## config.mk

```make
export PLATFORM = sky130hd
export DESIGN_NAME = mto_ram
export DESIGN_NICKNAME = d
export VERILOG_FILES = /design/src/rtl/core/mto_ram.sv
export SDC_FILE = /design/constraint.sdc
export NUM_CORES = 1
export LEC_CHECK = 0
export ABC_AREA = 1
export BUFFER_PORTS_ARGS = -buffer_cell sky130_fd_sc_hd__buf_4
export CAP_MARGIN = 10
export CORE_AREA = 2 2 129 131
export CTS_CLUSTER_SIZE = 40
export DETAILED_ROUTE_END_ITERATION = 8
export DIE_AREA = 0 0 131 133
export PLACE_DENSITY = 0.49
export SLEW_MARGIN = 15
export SYNTH_ARGS = -nofsm -noshare
export SYNTH_HDL_FRONTEND = slang
export SYNTH_SLANG_ARGS = --single-unit
```

## constraint.sdc

```tcl
create_clock -name i_clk -period 1.5 [get_ports i_clk]
set_input_delay 0.15 -clock i_clk [delete_from_list [all_inputs] [get_ports i_clk]]
set_output_delay 0.15 -clock i_clk [all_outputs]
set_load 0.03 [all_outputs]
```

## src/rtl/core/mto_ram.sv

```systemverilog
// Simple dual-port synchronous RAM with registered read data.
module mto_ram #(
    parameter int WIDTH = 8,
    parameter int DEPTH = 16
) (
    input  logic                     i_clk,
    input  logic                     i_we,
    input  logic [$clog2(DEPTH)-1:0] i_waddr,
    input  logic [WIDTH-1:0]         i_wdata,
    input  logic                     i_re,
    input  logic [$clog2(DEPTH)-1:0] i_raddr,
    output logic [WIDTH-1:0]         o_rdata
);

    logic [WIDTH-1:0] mem [DEPTH];
    logic [WIDTH-1:0] r_rdata;

    always_ff @(posedge i_clk) begin
        if (i_we) begin
            mem[i_waddr] <= i_wdata;
        end
    end

    always_ff @(posedge i_clk) begin
        if (i_re) begin
            r_rdata <= mem[i_raddr];
        end
    end

    assign o_rdata = r_rdata;

endmodule

```

---- Yosys cells after proc, flatten, opt, wreduce, memory -nomap -nowiden ----
Memories as Yosys holds them, arrays and structs flattened. A register that Yosys moved wholly into a read port is not among the register bits.
Cells that the tools add are included.
operators by class
  mux-type cells .......................... 2
operators by type and width
  operator  count
  $mux 1    2
storage, ports and cells
  flip-flop bits (word level) ............. 0
  memory bits (writable) .................. 128
  input port bits ......................... 19
  output and inout bits ................... 8
  logic and storage cells ................. 3
  memories ................................ 1
memories
  name  depth  width  rd ports  clocked after Yosys merged registers in  wr ports  RTL line  RTL
  mem   16     8      1         1                                        1         15        logic [WIDTH-1:0] mem [DEPTH];

---- Depth between registers and ports, before layout ----
  depth in word-level cells ............... 2
  gate-level depth with buffers ........... 8

---- Least setup slack after synthesis ----
OpenSTA, ideal clock, no wires.
  kind .................................... input -> register
  from .................................... input port i_waddr[2]
  to ...................................... memory mem[10][0], enable pin
  setup time .............................. 370 ps
  data arrival time ....................... 731 ps
  data required time ...................... 1,130 ps
  slack ................................... 399 ps
  stages .................................. 2
  cell sequence ........................... nand3b_1 nor2_1
RTL lines
  item                RTL line  RTL
  start: declaration  8         input logic [$clog2(DEPTH)-1:0] i_waddr,
  end: declaration    15
Straight into the memory's write port.

---- Worst setup path in the final report ----
  from .................................... register r_rdata[5] (netlist: o_rdata[5]) (read register of mem)
  to ...................................... output port o_rdata[5]
RTL lines
  item                RTL line  RTL
  start: declaration  16        logic [WIDTH-1:0] r_rdata;
  end: declaration    12        output logic [WIDTH-1:0] o_rdata
No word-level cell between the ends.

==> results.ini <==
[yosys]
yosys.area.top_type = edfxtp_1
synth.most_common_cell = nand2_1
synth_area_per_cell_um2 = 10.6
syn-cell-area_mm2 = 0.00585
synth_area_leaders = edfxtp_1 70%, nand2_1 11%, nand3_1 8.3%
synthCells = 551
ys_types = 11
yosys.area.top_type_share_pct = 69.8
synth_edf_count = 136
yosys_warnings = 0
synth-seq-area-share_pct = 69.8
syn_nets = 570
ys_seq_elements = 136
synthFlopType = edfxtp_1
synth-async-reset-ratio_pct = 0
synthTopCellsByCount = 173 x nand2_1, 136 x edfxtp_1, 100 x inv_1

[clock_network]
cts_buffers = 17
root_buffer = clkbuf_16
postCtsSetupRepairBufs = 0
htreeDepth = 4
clk_latency_ps = 420
cts_tree = yes
cts.repair.resized = 0
hold_buffers = 0
clk_pin_slew_ps = 60
cts_buffer_depth = 2
clock_sinks = 136

[die]
start_util_pct = 36.2
fp.dieH_um = 133
dieArea_mm2 = 0.0174
core-area_mm2 = 0.0162
die_w_um = 131
io_pins = 27
rows = 47

[route]
drtAntennaViolNets = 0
num_vias = 3796
first_pass_iters = 4
wl_per_cell_um = 16.6
totalWireLength_mm = 13.8
wl_met2_mm = 6.71
wl_met3_um = 574
met1Wirelength_mm = 6.22
viasPerCell = 4.57
first_iter_violations = 238
route.detailed.drc = 0
top_layer = met4

[finish]
stdcell_area_mm2 = 0.00696
finalNonFillerCells = 830
postLayoutCoreUtil_pct = 43.0
area_delta_synth_final_pct = 19.0
nets = 616
antenna_cells = 0
drive_gt1_share_pct = 12.8

[global_routing]
grt.overflow.total = 0
grt_use_total_pct = 17.5
antenna_found_initial = 0
grt_max_degree = 33
grt_pass1_vias = 3923
grt_pass1_wl_mm = 21.8

[placement]
dpl.cell_count = 798
placed_area_mm2 = 0.00641
routabilityCongestion = 0.817
hpwl_mm = 8.62
portBuffers = 26
preCtsSetupSlack_ps = 48.1

[critical_path]
path_class = flip-flop to output port
slowest_stage = edfxtp_1
start_kind = flip-flop
max_stage_delay_ps = 420
crit_path_cell_trace = buf_4
path_delay_family = flip-flops
cp.arrival_ps = 1040
required_ps = 1350
crit_buf_inv = 1
cp-end-kind = output port
crit_path_max_fanout = 1

[sta]
worst_pin_slew_ps = 637
setup_viol = 0
max_freq_mhz = 844
setup-tns-final_ps = 0
rsz0062_at_grt = false
fin_crit_sh_pct = 79.0
timing.final.ws_setup_ps = 315
skew_ps = 14.4
maxSlewHeadroom_pct = 57.5
timing.hold.ws_ps = 26.8
fin_crit_ps = 1190
final-hold-violation-count = 0
slew_viol_final = 0

[run]
drv_cap = 0

[worst_hold_path]
hp-class = primary input to flip-flop

[outcome]
status = complete, no violations

[power_and_ir_drop]
power.total_mw = 8.75
power_density_mw_per_mm2 = 1260
cellLeakagePower_nw = 2.98
vdd_ir_drop_max_uv = 778

where the power goes:
group | internal [mW] | total (mW) | switching (mW) | leakage (nW)
clock network | 2.39 | 3.83 | 1.44 | 0.268
logic | 0.197 | 0.605 | 0.409 | 1.47
registers | 4.28 | 4.31 | 0.0245 | 1.24
flip-flops by register name, summed over array words and instances (netlist names):
register,count
mem,128
o_rdata,8
placed cells by master, fill, tap and decap left out, drive strengths merged:
| cell type | netlist | routed |
|---|---|---|
| clkinvlp | 0 | 1 |
| nor2 | 17 | 17 |
| inv | 102 | 102 |
| bufinv | 0 | 2 |
| buf | 24 | 51 |
| nand2 | 173 | 173 |
| nand3 | 97 | 97 |
| clkbuf | 0 | 19 |
| clkinv | 0 | 10 |
| nand3b | 2 | 2 |
| edfxtp | 136 | 136 |
layer usage:
| layer | vias up | global-route usage [%] |
|---|---|---|
| met3 | 18 | 4.41 |
| met2 | 86 | 27.5 |
| met4 | 0 | 7.98 |
| met5 | - | 0 |
| li1 | 1873 | - |
| met1 | 1819 | 22.9 |
worst reg2reg max path: cells and delay by family, from the launching register on:
| kind | cells | cell delay (ps) |
|---|---|---|
| buffers and inverters | 1 | 60 |
| flip-flops | 1 | 360 |
| AND/OR/NAND/NOR | 5 | 480 |
cells by family after synthesis:
| family | share of synthesized area [%] |
|---|---|
| flops | 69.8 |
| simple gates | 20.8 |
| buf+inv | 9.39 |
final cells by class:
type / instances / area (um2)
fill: 1564 / 9210
sequential: 136 / 4080
multi-input combinational: 289 / 1210
timing repair buffer: 51 / 458
clock buffer: 19 / 433
inverter: 102 / 383
tap: 220 / 275
clock inverter: 13 / 111
final timing paths:
path | from | endpoint | slack, ps | cells past startpoint
min | i_re | o_rdata[5]$_DFFE_PP_ | 30 | 1
min reg2reg | mem[14][7]$_DFFE_PP_ | o_rdata[7]$_DFFE_PP_ | 760 | 6
max | o_rdata[5]$_DFFE_PP_ | o_rdata[5] | 310 | 1
max reg2reg | mem[2][2]$_DFFE_PP_ | o_rdata[2]$_DFFE_PP_ | 350 | 6
Power figures use the tool's default switching activity.
