[src/rtl/core/mto_pkg.sv]
// Shared constants and types of the mask tint overlay block.
package mto_pkg;

    localparam int DEF_MAX_WIDTH  = 4096;
    localparam int DEF_MAX_HEIGHT = 4096;

    localparam int CFG_IDX_W  = 3;
    localparam int CFG_DATA_W = 13;

    localparam logic [CFG_IDX_W-1:0] REG_TINT_RED      = 3'd0;
    localparam logic [CFG_IDX_W-1:0] REG_TINT_GREEN    = 3'd1;
    localparam logic [CFG_IDX_W-1:0] REG_TINT_BLUE     = 3'd2;
    localparam logic [CFG_IDX_W-1:0] REG_OPACITY       = 3'd3;
    localparam logic [CFG_IDX_W-1:0] REG_DRAW_BOUNDARY = 3'd4;
    localparam logic [CFG_IDX_W-1:0] REG_IMAGE_WIDTH   = 3'd5;
    localparam logic [CFG_IDX_W-1:0] REG_IMAGE_HEIGHT  = 3'd6;

    localparam logic [7:0]  RST_TINT_RED   = 8'd255;
    localparam logic [7:0]  RST_TINT_GREEN = 8'd0;
    localparam logic [7:0]  RST_TINT_BLUE  = 8'd0;
    localparam logic [7:0]  RST_OPACITY    = 8'd128;
    localparam logic [12:0] RST_DIM        = 13'd4096;

    localparam logic [15:0] FULL_WEIGHT = 16'd65025;

    localparam logic [7:0] YELLOW_RED   = 8'd255;
    localparam logic [7:0] YELLOW_GREEN = 8'd255;
    localparam logic [7:0] YELLOW_BLUE  = 8'd0;

    localparam logic [8:0] WINDOW_ALL_SET = 9'h1FF;

    typedef struct packed {
        logic       nz;
        logic [7:0] blue;
        logic [7:0] green;
        logic [7:0] red;
    } t_entry;

    // command codes
    localparam logic CMD_PIXEL = 1'b0;
    localparam logic CMD_DRAIN = 1'b1;

endpackage

[src/rtl/core/mto_blend.sv]
// One color lane of the tint blend: four register stages, exact divide by 65025.
module mto_blend import mto_pkg::*; (
    input  logic        i_clk,
    input  logic [7:0]  i_chan,
    input  logic [7:0]  i_tint,
    input  logic [15:0] i_weight,
    output logic [7:0]  o_value
);

    logic [23:0] r_pa;
    logic [23:0] r_pb;
    logic [24:0] r_num;
    logic [16:0] r_est;
    logic [15:0] r_quo1;
    logic [7:0]  r_quo;

    logic [24:0] sum;
    logic [24:0] est_sum;
    logic [24:0] rem1;
    logic [16:0] quo1_w;
    logic [16:0] est2_sum;
    logic [8:0]  est2;
    logic [16:0] rem2;
    logic [8:0]  quo_w;

    always_comb begin
        sum     = 25'(r_pa) + 25'(r_pb);
        // x/255 from below: x/256 * (1 + 1/256 + 1/65536), at most one short
        est_sum = sum + (sum >> 8) + (sum >> 16);
        rem1    = r_num - 25'(r_est) * 25'd255;
        quo1_w  = r_est + ((rem1 >= 25'd255) ? 17'd1 : 17'd0);
        est2_sum = 17'(r_quo1) + 17'(r_quo1 >> 8);
        est2    = est2_sum[16:8];
        rem2    = 17'(r_quo1) - 17'(est2) * 17'd255;
        quo_w   = est2 + ((rem2 >= 17'd255) ? 9'd1 : 9'd0);
    end

    always_ff @(posedge i_clk) begin
        r_pa   <= 24'(i_chan) * 24'(FULL_WEIGHT - i_weight);
        r_pb   <= 24'(i_tint) * 24'(i_weight);
        r_num  <= sum;
        r_est  <= est_sum[24:8];
        r_quo1 <= quo1_w[15:0];
        r_quo  <= quo_w[7:0];
    end

    assign o_value = r_quo;

endmodule

[config.mk]
export PLATFORM = sky130hd
export DESIGN_NAME = mto_blend
export DESIGN_NICKNAME = d
export VERILOG_FILES = /design/src/rtl/core/mto_pkg.sv /design/src/rtl/core/mto_blend.sv
export SDC_FILE = /design/constraint.sdc
export NUM_CORES = 1
export LEC_CHECK = 0
export BUFFER_PORTS_ARGS = -buffer_cell sky130_fd_sc_hd__buf_2
export CORE_MARGIN = 2
export CORE_UTILIZATION = 52
export DETAILED_ROUTE_END_ITERATION = 10
export PLACE_DENSITY = 0.68
export REMOVE_ABC_BUFFERS = 1
export SLEW_MARGIN = 5
export SYNTH_ARGS = -nofsm -noshare
export SYNTH_HDL_FRONTEND = slang
export SYNTH_SLANG_ARGS = --single-unit
[constraint.sdc]
create_clock -name i_clk -period 9.4 [get_ports i_clk]
set_input_delay 0.94 -clock i_clk [delete_from_list [all_inputs] [get_ports i_clk]]
set_output_delay 0.94 -clock i_clk [all_outputs]
set_load 0.1 [all_outputs]
== Word level (Yosys, flattened, before mapping) ==
Cells that the tools add are included.
Word-level totals
  bits in registers: 114
  input port bits: 33
  output and inout port bits: 8
  word-level logic and storage cells: 23
Operators by class
  add/subtract/negate cells: 9
  $mul: 4
  $lt $le $gt $ge: 2
  muxes and demuxes: 2
Operator list (number)
  $add A24 B24 Y25: 1
  $add A25 B17 Y25: 1
  $add A25 B9 Y25: 1
  $ge A25 B8 Y1 const B: 1
  $mul A17 B8 Y25 const B: 1
  $sub A25 B25 Y25: 1
  $mul A8 B16 Y24: 1
  $mul A9 B17 Y24: 1
  $add A16 B8 Y17: 1
  $ge A17 B8 Y1 const B: 1
  $mul A9 B8 Y17 const B: 1
  $sub A16 B16 Y17 const A: 1
  $sub A16 B17 Y17: 1
  $add A16 B1 Y16: 1
  $add A8 B1 Y8: 1
  $mux W1: 2

== Logic depth before layout (Yosys ltp) ==
Gate-level depths: netlist of run 1.
  word-level depth: 6
  depth in mapped cells: 34
  mapped depth without buffers: 33

== Least setup slack after synthesis of run 1 ==
Ideal clock, no wire load.
  kind: register to register
  start: register r_quo1[9]
  end: register r_quo[2], in the netlist o_value[2]
  arrival: 7047 ps
  data required time: 9272 ps
  slack: 2226 ps
  stages on the path, launching flop included: 29
  clock period less this slack: 7174 ps
  path through: dfxtp_1 -> ha_1 -> a31o_2 -> a21o_1 -> a21o_1 -> a21oi_1 -> o21ai_0 -> nor4bb_1 -> clkbuf_1 -> and4_1 -> nand2_1 -> xnor2_1 -> inv_1 -> fa_1 -> inv_1 -> fa_1 -> fa_1 -> inv_1 -> fa_1 -> inv_1 -> ha_1 -> nor2_1 -> a2111oi_0 -> o21ai_0 -> mux2i_1 -> a211o_1 -> ha_1 -> maj3_1 -> xor2_1
On the way
  longest elaborated chain between the ends: 6
RTL lines
  start: declaration: RTL line mto_blend.sv:14  | logic [15:0] r_quo1;
  start signal: assignment: RTL line mto_blend.sv:43  | r_quo1 <= quo1_w[15:0];
  $add A16 B8 Y17: RTL line mto_blend.sv:32  | est2_sum = 17'(r_quo1) + 17'(r_quo1 >> 8);
  $mul A9 B8 Y17: RTL line mto_blend.sv:34  | rem2 = 17'(r_quo1) - 17'(est2) * 17'd255;
  $sub A16 B17 Y17: RTL line mto_blend.sv:34
  $ge A17 B8 Y1: RTL line mto_blend.sv:35  | quo_w = est2 + ((rem2 >= 17'd255) ? 9'd1 : 9'd0);
  $mux W1: RTL line mto_blend.sv:35
  $add A8 B1 Y8 (*): RTL line mto_blend.sv:35
  named net quo_w[2]: RTL line mto_blend.sv:24  | logic [8:0] quo_w;
  end signal: assignment: RTL line mto_blend.sv:44  | r_quo <= quo_w[7:0];
  end: declaration: RTL line mto_blend.sv:15  | logic [7:0] r_quo;
The timed path passes the listed nets; every way through them passes the cells marked *.

== Worst setup path in the final report of run 1 ==
Same ends and word-level chain as after synthesis.

==> results.md, run 1 <==
- RD Place Congestion: 0.851
- Synth Area in Adders: 49.7%
- Fin area: 0.0215 mm^2
- DP HPWL: 37200 um
- Final WL: 43200 um
- Netlist cell types: 60
- Via density: 5.25
- Post-synthesis xor/xnor area fraction: 6.03%
- Post-synth EDFFs: 0
- Hold Path Class: reg2reg
- Critical-path maximum fanout: 8
- Mapped Cells: 2223
- Post-CTS sizing: 0
- Min cycle time layout: 7.94 ns
- Main combinational cell family by area after synthesis: adder cells
- Fin Setup TNS: 0 ns
- Synth Register Bits: 114
- DR vias: 14600
- Max-cap viol count: 0
- Initial core utilization: 52.4%
- Critical Path RT: 9.70 ns
- Starting DRT DRC Count: 657
- GR Overflow Total: 0
- WHS: 0.527 ns
- WP data arrival: 8.24 ns
- Final hold vios: 0
- Place WS: 1.57 ns
- WL/cell: 15.6 um
- Vias in the first global route: 15600
- Area contributors post-synth: fa_1 (33%), ha_1 (16%), dfxtp_1 (11%)
- Input/output buffers: 40
- Async set or reset register ratio after synthesis: 0%
- Final Worst Setup Slack: 1.46 ns
- Worst path max stage delay: 0.77 ns
- Syn. warnings: 0
- Netlist Area Pre-Place: 0.0202 mm^2
- Core ar.: 0.0385 mm^2
- RSZ-0062 raised after global routing: no
- CTS Hold Buffers Added: 0
- Worst-skew pair later-pin latency: 0.42 ns
- Worst setup SP type: register
- Slowest cell on the critical path: xnor2_1
- CTS tree: done
- Worst-Margin Slew: 0.970 ns
- Root Buffer: clkbuf_16
- Relative slew margins: 34.9%
- Routed Antenna Nets: 0
- # IOs: 41
- Initial antenna violation count: 0
- Post-CTS Setup Bufs: 0
- F_max: 126 MHz
- Placed inst area: 0.0209 mm^2
- Diode count: 0
- Yosys top cell area share: 33.2%
- Drt pass-1 iters: 5
- Share of layout cells above drive strength 1: 3.59%
- Mux contribution to synthesized area: 0.298%
- Cell taking the most area after synthesis: fa_1
- Nets: 2876
- Area grow syn2layout: 6.40%
- Fin Clk Skew: 0.0109 ns
- Worst-path clk slew: 0.06 ns
- Status: completed
- All-Layer GR Usage: 22.7%
- # rows: 72
- Post-synthesis sequential area ratio: 11.3%
- Syn Area/Cell: 9.07 um^2
- Post-Synth Simple-Gate Area: 14.3%
- Die height: 201 um
- Largest net degree at the start of global routing: 21
- Final Max Slew Viols: 0
- CTS Buf Count: 17
- Period utilization: 84.5%
- Endpoints failing setup: 0
- Die area: 0.0404 mm^2
- DRC errors left: 0
- Critical Path Sink Type: register
- Die width: 201 um
- Maximum root-to-sink buffer count: 2
- Ys flop type: dfxtp_1
- Clock Sinks: 114
- H-tree Lvls: 4
- R2R Setup Slk: 1.46 ns
- First-pass GRT wire length: 75300 um
- Compound-Gate Fraction of Synth Area: 9.13%
- Setup Crit Path Kind: reg2reg
## path summary, 6_finish.rpt
path	from	end	cells past startpoint
worst min register to register	r_pb[0]$_DFF_P_	r_num[0]$_DFF_P_	1
worst max register to register	r_quo1[9]$_DFF_P_	o_value[2]$_DFF_P_	31
worst min-delay path	r_pb[0]$_DFF_P_	r_num[0]$_DFF_P_	1
worst max-delay path	r_quo1[9]$_DFF_P_	o_value[2]$_DFF_P_	31
## state kept, by name (all words and copies together), names as in the netlist
signal	cells
o_value	8
r_est	17
r_num	25
r_pa	24
r_pb	24
r_quo1	16
## cells by family after synthesis
group | Yosys count
adders and majority gates | 600
DFF | 114
xor gates and xnor gates | 138
buffers and inverters | 500
AOI/OAI and AO/OA | 285
and+or+nand+nor | 580
muxes | 6
## metal layers
metal  vias to the layer above  global-route usage (%)  routed length (um)
li1                       7068                       -                   -
met2                       244                    42.1               22400
met5                         -                       0                   0
met1                      7234                    28.9               19200
met3                        36                    2.08                1180
met4                         0                    4.15                 452
## cell usage after synthesis, types with 3 or more instances
cell and number:
inv_1 459, fa_1 334, ha_1 265, nand2_1 200, and2_1 140, dfxtp_1 114
xnor2_1 99, a21oi_1 85, nor2_1 79, o21ai_0 53, clkbuf_1 41, xor2_1 38
nand3_1 34, nor3_1 33, a21o_1 32, nor2b_1 21, o21a_1 21, nand2b_1 15
and3_1 12, o21bai_1 12, nand4_1 9, or3_1 9, a211oi_1 8, a31oi_1 8
nor4_1 8, o2111ai_1 8, o211ai_1 8, a21boi_0 7, mux2i_1 6, nor3b_1 6
o31ai_1 6, o22ai_1 4, a211o_1 3, and4_1 3, or2_2 3, or4_1 3
## through the flow
stage                     cells  util, %
final                      2775     55.8
after global routing       2775     55.8
after CTS                  2775     55.8
after detailed placement   2743     54.3
after global placement     2743     54.3
after floorplan            2182        -
## worst max-delay path: cells and delay by family (launching register included)
kind / cells / cell delay, ns
flops: 1 / 0.35
xor+xnor: 2 / 0.92
buf+inv: 5 / 0.60
simple gates: 8 / 1.33
fa+ha+maj: 8 / 3.45
compound gates: 8 / 1.16
## cell type report
class | instances | area [um^2]
Sequential cell | 114 | 2280
Multi-Input combinational cell | 1609 | 16000
Tap cell | 518 | 648
Inverter | 459 | 1720
Fill cell | 3485 | 17000
Clock buffer | 17 | 425
Clock inverter | 15 | 149
Timing Repair Buffer | 43 | 223
## placed cells by master (no fill, tap or decap), drive strengths merged, types with 12 or more instances in the layout
cell	count
fa	334
a21o	32
and3	12
dfxtp	114
nand2	200
and2	140
nor3	33
o21ai	53
a21oi	85
inv	466
buf	43
nor2b	21
o21bai	12
xor2	38
nor2	79
nand2b	15
xnor2	100
ha	265
clkbuf	17
o21a	21
nand3	34
Power of run 1 is left out: the tool's default activity adds up to more than one toggle a clock period on the data nets, which glitch-free logic cannot reach.
==> run 2, diff against run 1 <==
--- a/config.mk
+++ b/config.mk
@@ -5,6 +5,7 @@
 export SDC_FILE = /design/constraint.sdc
 export NUM_CORES = 1
 export LEC_CHECK = 0
+export ABC_AREA = 1
 export BUFFER_PORTS_ARGS = -buffer_cell sky130_fd_sc_hd__buf_2
 export CORE_MARGIN = 2
 export CORE_UTILIZATION = 52
==> constraint.sdc (replaced) <==
create_clock -name i_clk -period 7.8 [get_ports i_clk]
set_input_delay 0.78 -clock i_clk [delete_from_list [all_inputs] [get_ports i_clk]]
set_output_delay 0.78 -clock i_clk [all_outputs]
set_load 0.1 [all_outputs]
==> run 2 against run 1 <==
Global-route usage grew 2.0 points. Clock skew shrank 0.0037 ns. Critical path depth grew 7. Sequential share of layout area shrank 0.36 points. Worst hold slack gained 0.021 ns. Non-clock buffer count shrank 2. Design area grew 3.5%. Routed wire length grew 13%. Area after synthesis grew 3.7%. Fmax grew 12%. Die area grew 3.7%. Register-to-register slack lost 0.75 ns.
==> results.md, run 2 <==
- Yosys top cell area share: 32.0%
- Input/output buffers: 40
- Top-count cell post-synth: inv_1
- Met2 Resource Use GR: 46.3%
- Share of layout cells above drive strength 1: 4.78%
- Critical hold path startpoint: r_pb[0]$_DFF_P_
- Endpoints failing setup: 0
- # rows: 73
- DP HPWL: 42700 um
- Die area: 0.0418 mm^2
- Maximum root-to-sink buffer count: 2
- Ys flop type: dfxtp_1
- RD Place Congestion: 0.909
- Via density: 5.14
- DR vias: 16200
- Place WS: 0.494 ns
- Synth Register Bits: 114
- Worst-Margin Slew: 0.975 ns
- Hold endpoint: r_num[0]$_DFF_P_
- Most used cell, CP: inv_1
- Hold depth: 1
- Worst path max stage delay: 0.52 ns
- Drt pass-1 iters: 6
- H-tree Lvls: 4
- Worst r2r path cells: 38
- Reg-to-Reg End: o_value[6]$_DFF_P_
- Root Buffer: clkbuf_16
- Busiest layer in global routing: met2
- Critical-path maximum fanout: 6
- Max-cap viol count: 0
- RSZ-0062 raised after global routing: no
- Filler cells: 3668
- Post-CTS Setup Bufs: 0
- Placed Cells: 3110
- Utilization after layout: 55.9%
- CTS Hold Buffers Added: 0
- Setup Crit Path Kind: reg2reg
- Most frequent cells in the layout: inv_1 (633), nand2_1 (461), fa_1 (334)
- Syn Area/Cell: 8.08 um^2
- Min cycle time layout: 7.09 ns
- Mapped Cells: 2590
- Critical Path Sink Type: register
- Non-Filler Instances: 3143
- Initial core utilization: 52.6%
- Netlist Area Pre-Place: 0.0209 mm^2
- F_max: 141 MHz
- Cell taking the most area after synthesis: fa_1
- Async set or reset register ratio after synthesis: 0%
- Post-synth EDFFs: 0
- CTS Buf Count: 17
- Area contributors post-synth: fa_1 (32%), ha_1 (16%), inv_1 (11%)
- # IOs: 41
- Die width: 205 um
- Largest register FFs: 25
- Most frequent cells after synthesis: inv_1 (634), nand2_1 (462), fa_1 (334)
- Nets: 3236
- Relative slew margins: 34.5%
- Final Max Slew Viols: 0
- Most common cell after layout, fill and taps aside: inv_1
- Worst setup SP type: register
- WP data arrival: 7.39 ns
- Final hold vios: 0
- Status: completed
- Final WL: 48900 um
- Slowest cell on the critical path: fa_1
- Area grow syn2layout: 6.18%
- Top flop regs: r_num (25), r_pa (24), r_pb (24)
- Clock Sinks: 114
- Vias in the first global route: 17100
- Critical Path RT: 8.10 ns
- Met3 Usage GRT: 2.64%
- Hold Path Class: reg2reg
- Post-synthesis sequential area ratio: 10.9%
- Netlist cell types: 53
- R2r startpoint: r_quo1[13]$_DFF_P_
- Met1 usage: 29.9%
- CTS tree: done
- Largest reg by FF count: r_num
- Fin Clk Skew: 0.00719 ns
- DRC errors left: 0
- Final Worst Setup Slack: 0.708 ns
- Die height: 205 um
- Initial antenna violation count: 0
- Period utilization: 90.9%
- Core ar.: 0.0397 mm^2
- Post-CTS sizing: 0
- Worst-skew pair later-pin latency: 0.42 ns
- Syn. warnings: 0
- R2R Setup Slk: 0.71 ns
- Largest net degree at the start of global routing: 19
- Fin Setup TNS: 0 ns
- All-Layer GR Usage: 24.7%
- First-pass GRT wire length: 82600 um
- WL/cell: 15.6 um
- Starting DRT DRC Count: 759
- Worst-path clk slew: 0.06 ns
- GR Overflow Total: 0
- Routed Antenna Nets: 0
==> run 2: cell families (layout without fill, tap and decap cells) <==
logic type | after synthesis | in the layout | synth area share (%)
AND/OR/NAND/NOR | 797 | 797 | 16.0
buffers and inverters | 685 | 712 | 12.3
other | 0 | 1 | 0
adder cells (fa/ha/maj) | 599 | 599 | 47.8
AO/OA/AOI/OAI | 260 | 260 | 7.05
flip-flops | 114 | 114 | 10.9
XOR/XNOR | 135 | 135 | 5.94
==> run 2: worst max path at each step <==
stage / slack (ns) / cells past startpoint / from / end
finish: 0.71 / 38 / r_quo1[13]$_DFF_P_ / o_value[6]$_DFF_P_
global route: 0.07 / 38 / r_quo1[13]$_DFF_P_ / o_value[6]$_DFF_P_
CTS: 0.43 / 38 / r_quo1[3]$_DFF_P_ / o_value[6]$_DFF_P_
detailed placement: 0.49 / 38 / r_quo1[3]$_DFF_P_ / o_value[6]$_DFF_P_
global placement: 0.72 / 38 / r_quo1[13]$_DFF_P_ / o_value[6]$_DFF_P_
floorplan: 1.29 / 39 / r_quo1[9]$_DFF_P_ / o_value[6]$_DFF_P_
==> run 2: layout make-up <==
cell class	count	area (um^2)	share of cell area (%)
multi-input combinational	1791	16100	72.3
antenna	1	2.50	0.0113
sequential	114	2280	10.3
timing repair buffer	41	208	0.935
tap	525	657	2.96
clock buffer	17	425	1.92
clock inverter	15	170	0.766
inverter	639	2400	10.8
==> run 2: routing by layer <==
metal,vias to the layer above,wire (um)
li1,7848,-
met1,7920,20500
met2,323,25600
met3,67,1880
met4,0,1020
met5,-,0
==> run 2: stage by stage <==
stage          hold WS, ns  cell area (um^2)
2_1_floorplan        0.447             20700
3_3_place_gp         0.539             21600
3_5_place_dp         0.540             21600
4_1_cts              0.552             22200
5_1_grt              0.579             22200
6_report             0.547             22200
==> run 2: worst max-delay path, delay by kind of cell (launching register included) <==
kind | cells | cell delay, ns
buf+inv | 10 | 0.78
compound gates | 6 | 0.94
xor+xnor | 2 | 0.31
flops | 1 | 0.42
simple gates | 13 | 1.63
fa+ha+maj | 7 | 2.83
Power of run 2 is left out for the same reason.
==> run 3, diff against run 2 <==
--- a/config.mk
+++ b/config.mk
@@ -10,6 +10,7 @@
 export CORE_MARGIN = 2
 export CORE_UTILIZATION = 52
 export DETAILED_ROUTE_END_ITERATION = 10
+export MAX_ROUTING_LAYER = met4
 export PLACE_DENSITY = 0.68
 export REMOVE_ABC_BUFFERS = 1
 export SLEW_MARGIN = 5
==> run 3 against run 2 <==
Utilization grew 0.15 points. Via count grew 0.11%. Register-to-register slack lost 0.09 ns. Die area is the same. Clock skew grew 0.0016 ns. Routed wire length shrank 0.73%. Fmax shrank 1.3%. Design area grew 0.28%. Critical path depth is the same. Global-route usage grew 0.64 points. Non-clock buffer count grew 1. Critical endpoint unchanged. Largest cell class unchanged.
==> results.md, run 3 (same netlist as run 2, synthesis figures left out) <==
- Place WS: 0.429 ns
- Worst path bufs/invs: 10
- WL/cell: 15.5 um
- Relative slew margins: 40.7%
- Via density: 5.15
- Most common cell after layout, fill and taps aside: inv_1
- Setup Crit Path Kind: reg2reg
- Worst path max stage delay: 0.55 ns
- Critical Path Sink Type: register
- Initial antenna violation count: 0
- DRC errors left: 0
- Critical-path maximum fanout: 8
- Fin Setup TNS: 0 ns
- Input/output buffers: 40
- DP HPWL: 42400 um
- RD Place Congestion: 0.928
- Post-CTS Setup Bufs: 0
- Worst setup SP type: register
- Fin Clk Skew: 0.00879 ns
- Worst-path clk slew: 0.06 ns
- Area grow syn2layout: 6.47%
- Final Worst Setup Slack: 0.614 ns
- Die width: 205 um
- # IOs: 41
- Max-cap viol count: 0
- Critical path destination: o_value[6]$_DFF_P_
- Most frequent cells in the layout: inv_1 (634), nand2_1 (462), fa_1 (334)
- Clock Sinks: 114
- Worst-Margin Slew: 0.884 ns
- Largest reg by FF count: r_num
- Maximum root-to-sink buffer count: 2
- WP data arrival: 7.47 ns
- F_max: 139 MHz
- Core ar.: 0.0397 mm^2
- Crit path depth: 38
- Die height: 205 um
- Most used cell, CP: inv_1
- Starting DRT DRC Count: 762
- CTS Buf Count: 17
- Largest register FFs: 25
- CTS tree: done
- Final Max Slew Viols: 0
- RSZ-0062 raised after global routing: no
- Share of layout cells above drive strength 1: 4.66%
- Die area: 0.0418 mm^2
- Hold Path Class: reg2reg
- Top flop regs: r_num (25), r_pa (24), r_pb (24)
- Root Buffer: clkbuf_16
- CP startpoint: r_quo1[3]$_DFF_P_
- Critical Path RT: 8.09 ns
- Final WL: 48600 um
- Routed Antenna Nets: 0
- Worst r2r path cells: 38
- # rows: 73
- Slowest cell on the critical path: fa_1
- Worst-skew pair later-pin latency: 0.41 ns
- First-pass GRT wire length: 82400 um
- Vias in the first global route: 17000
- All-Layer GR Usage: 25.3%
- Initial core utilization: 52.6%
- Min cycle time layout: 7.19 ns
- Period utilization: 92.1%
- Largest net degree at the start of global routing: 18
- GR Overflow Total: 0
- Final hold vios: 0
- R2r startpoint: r_quo1[3]$_DFF_P_
- Status: completed
- CTS Hold Buffers Added: 0
- Reg-to-Reg End: o_value[6]$_DFF_P_
- Diode count: 0
- Endpoints failing setup: 0
- H-tree Lvls: 4
- Top delay family on crit path: adder cells
- Nets: 3237
- DR vias: 16200
- Drt pass-1 iters: 5
- Post-CTS sizing: 0
- R2R Setup Slk: 0.61 ns
-- run 3: worst min path at each step --
stage / start / end / cells after the start
2_1_floorplan: r_pb[0]$_DFF_P_ / r_num[0]$_DFF_P_ / 1
3_3_place_gp: r_pb[0]$_DFF_P_ / r_num[0]$_DFF_P_ / 1
3_5_place_dp: r_pb[0]$_DFF_P_ / r_num[0]$_DFF_P_ / 1
4_1_cts: r_pb[0]$_DFF_P_ / r_num[0]$_DFF_P_ / 1
5_1_grt: r_pb[0]$_DFF_P_ / r_num[0]$_DFF_P_ / 1
6_report: r_pb[0]$_DFF_P_ / r_num[0]$_DFF_P_ / 1
-- run 3: final cells by class --
type	count	area (um^2)
fillers	3674	17500
clock buffers	17	425
clock inverters	15	231
well taps	525	657
flip-flops and latches	114	2280
repair buffers	42	215
inverters	639	2400
multi-input cells	1791	16100
-- run 3: metal layers --
| metal | GRT usage, % | up-vias | routed length, um |
|---|---|---|---|
| met4 | 8.72 | 0 | 1600 |
| li1 | - | 7875 | - |
| met2 | 44.8 | 346 | 24700 |
| met3 | 2.27 | 82 | 1720 |
| met1 | 30.2 | 7873 | 20600 |
| met5 | - | - | 0 |
-- run 3: worst reg2reg max path, delay by kind of cell (launching register included) --
kind / cells / cell delay, ns
adders and majority gates: 7 / 2.93
and+or+nand+nor: 14 / 1.69
buffers and inverters: 10 / 0.91
AOI/OAI and AO/OA: 5 / 0.70
DFF: 1 / 0.52
xor gates and xnor gates: 2 / 0.33
-- run 3: through the flow --
stage | hold WS (ns) | instances | cell area, um^2 | util [%]
after floorplan | 0.447 | 2544 | 20700 | -
after global placement | 0.530 | 3111 | 21600 | 54.4
after detailed placement | 0.530 | 3111 | 21600 | 54.4
after CTS | 0.546 | 3143 | 22300 | 56.0
after global routing | 0.586 | 3143 | 22300 | 56.1
final | 0.551 | 3143 | 22300 | 56.1
Power of run 3 is left out for the same reason.
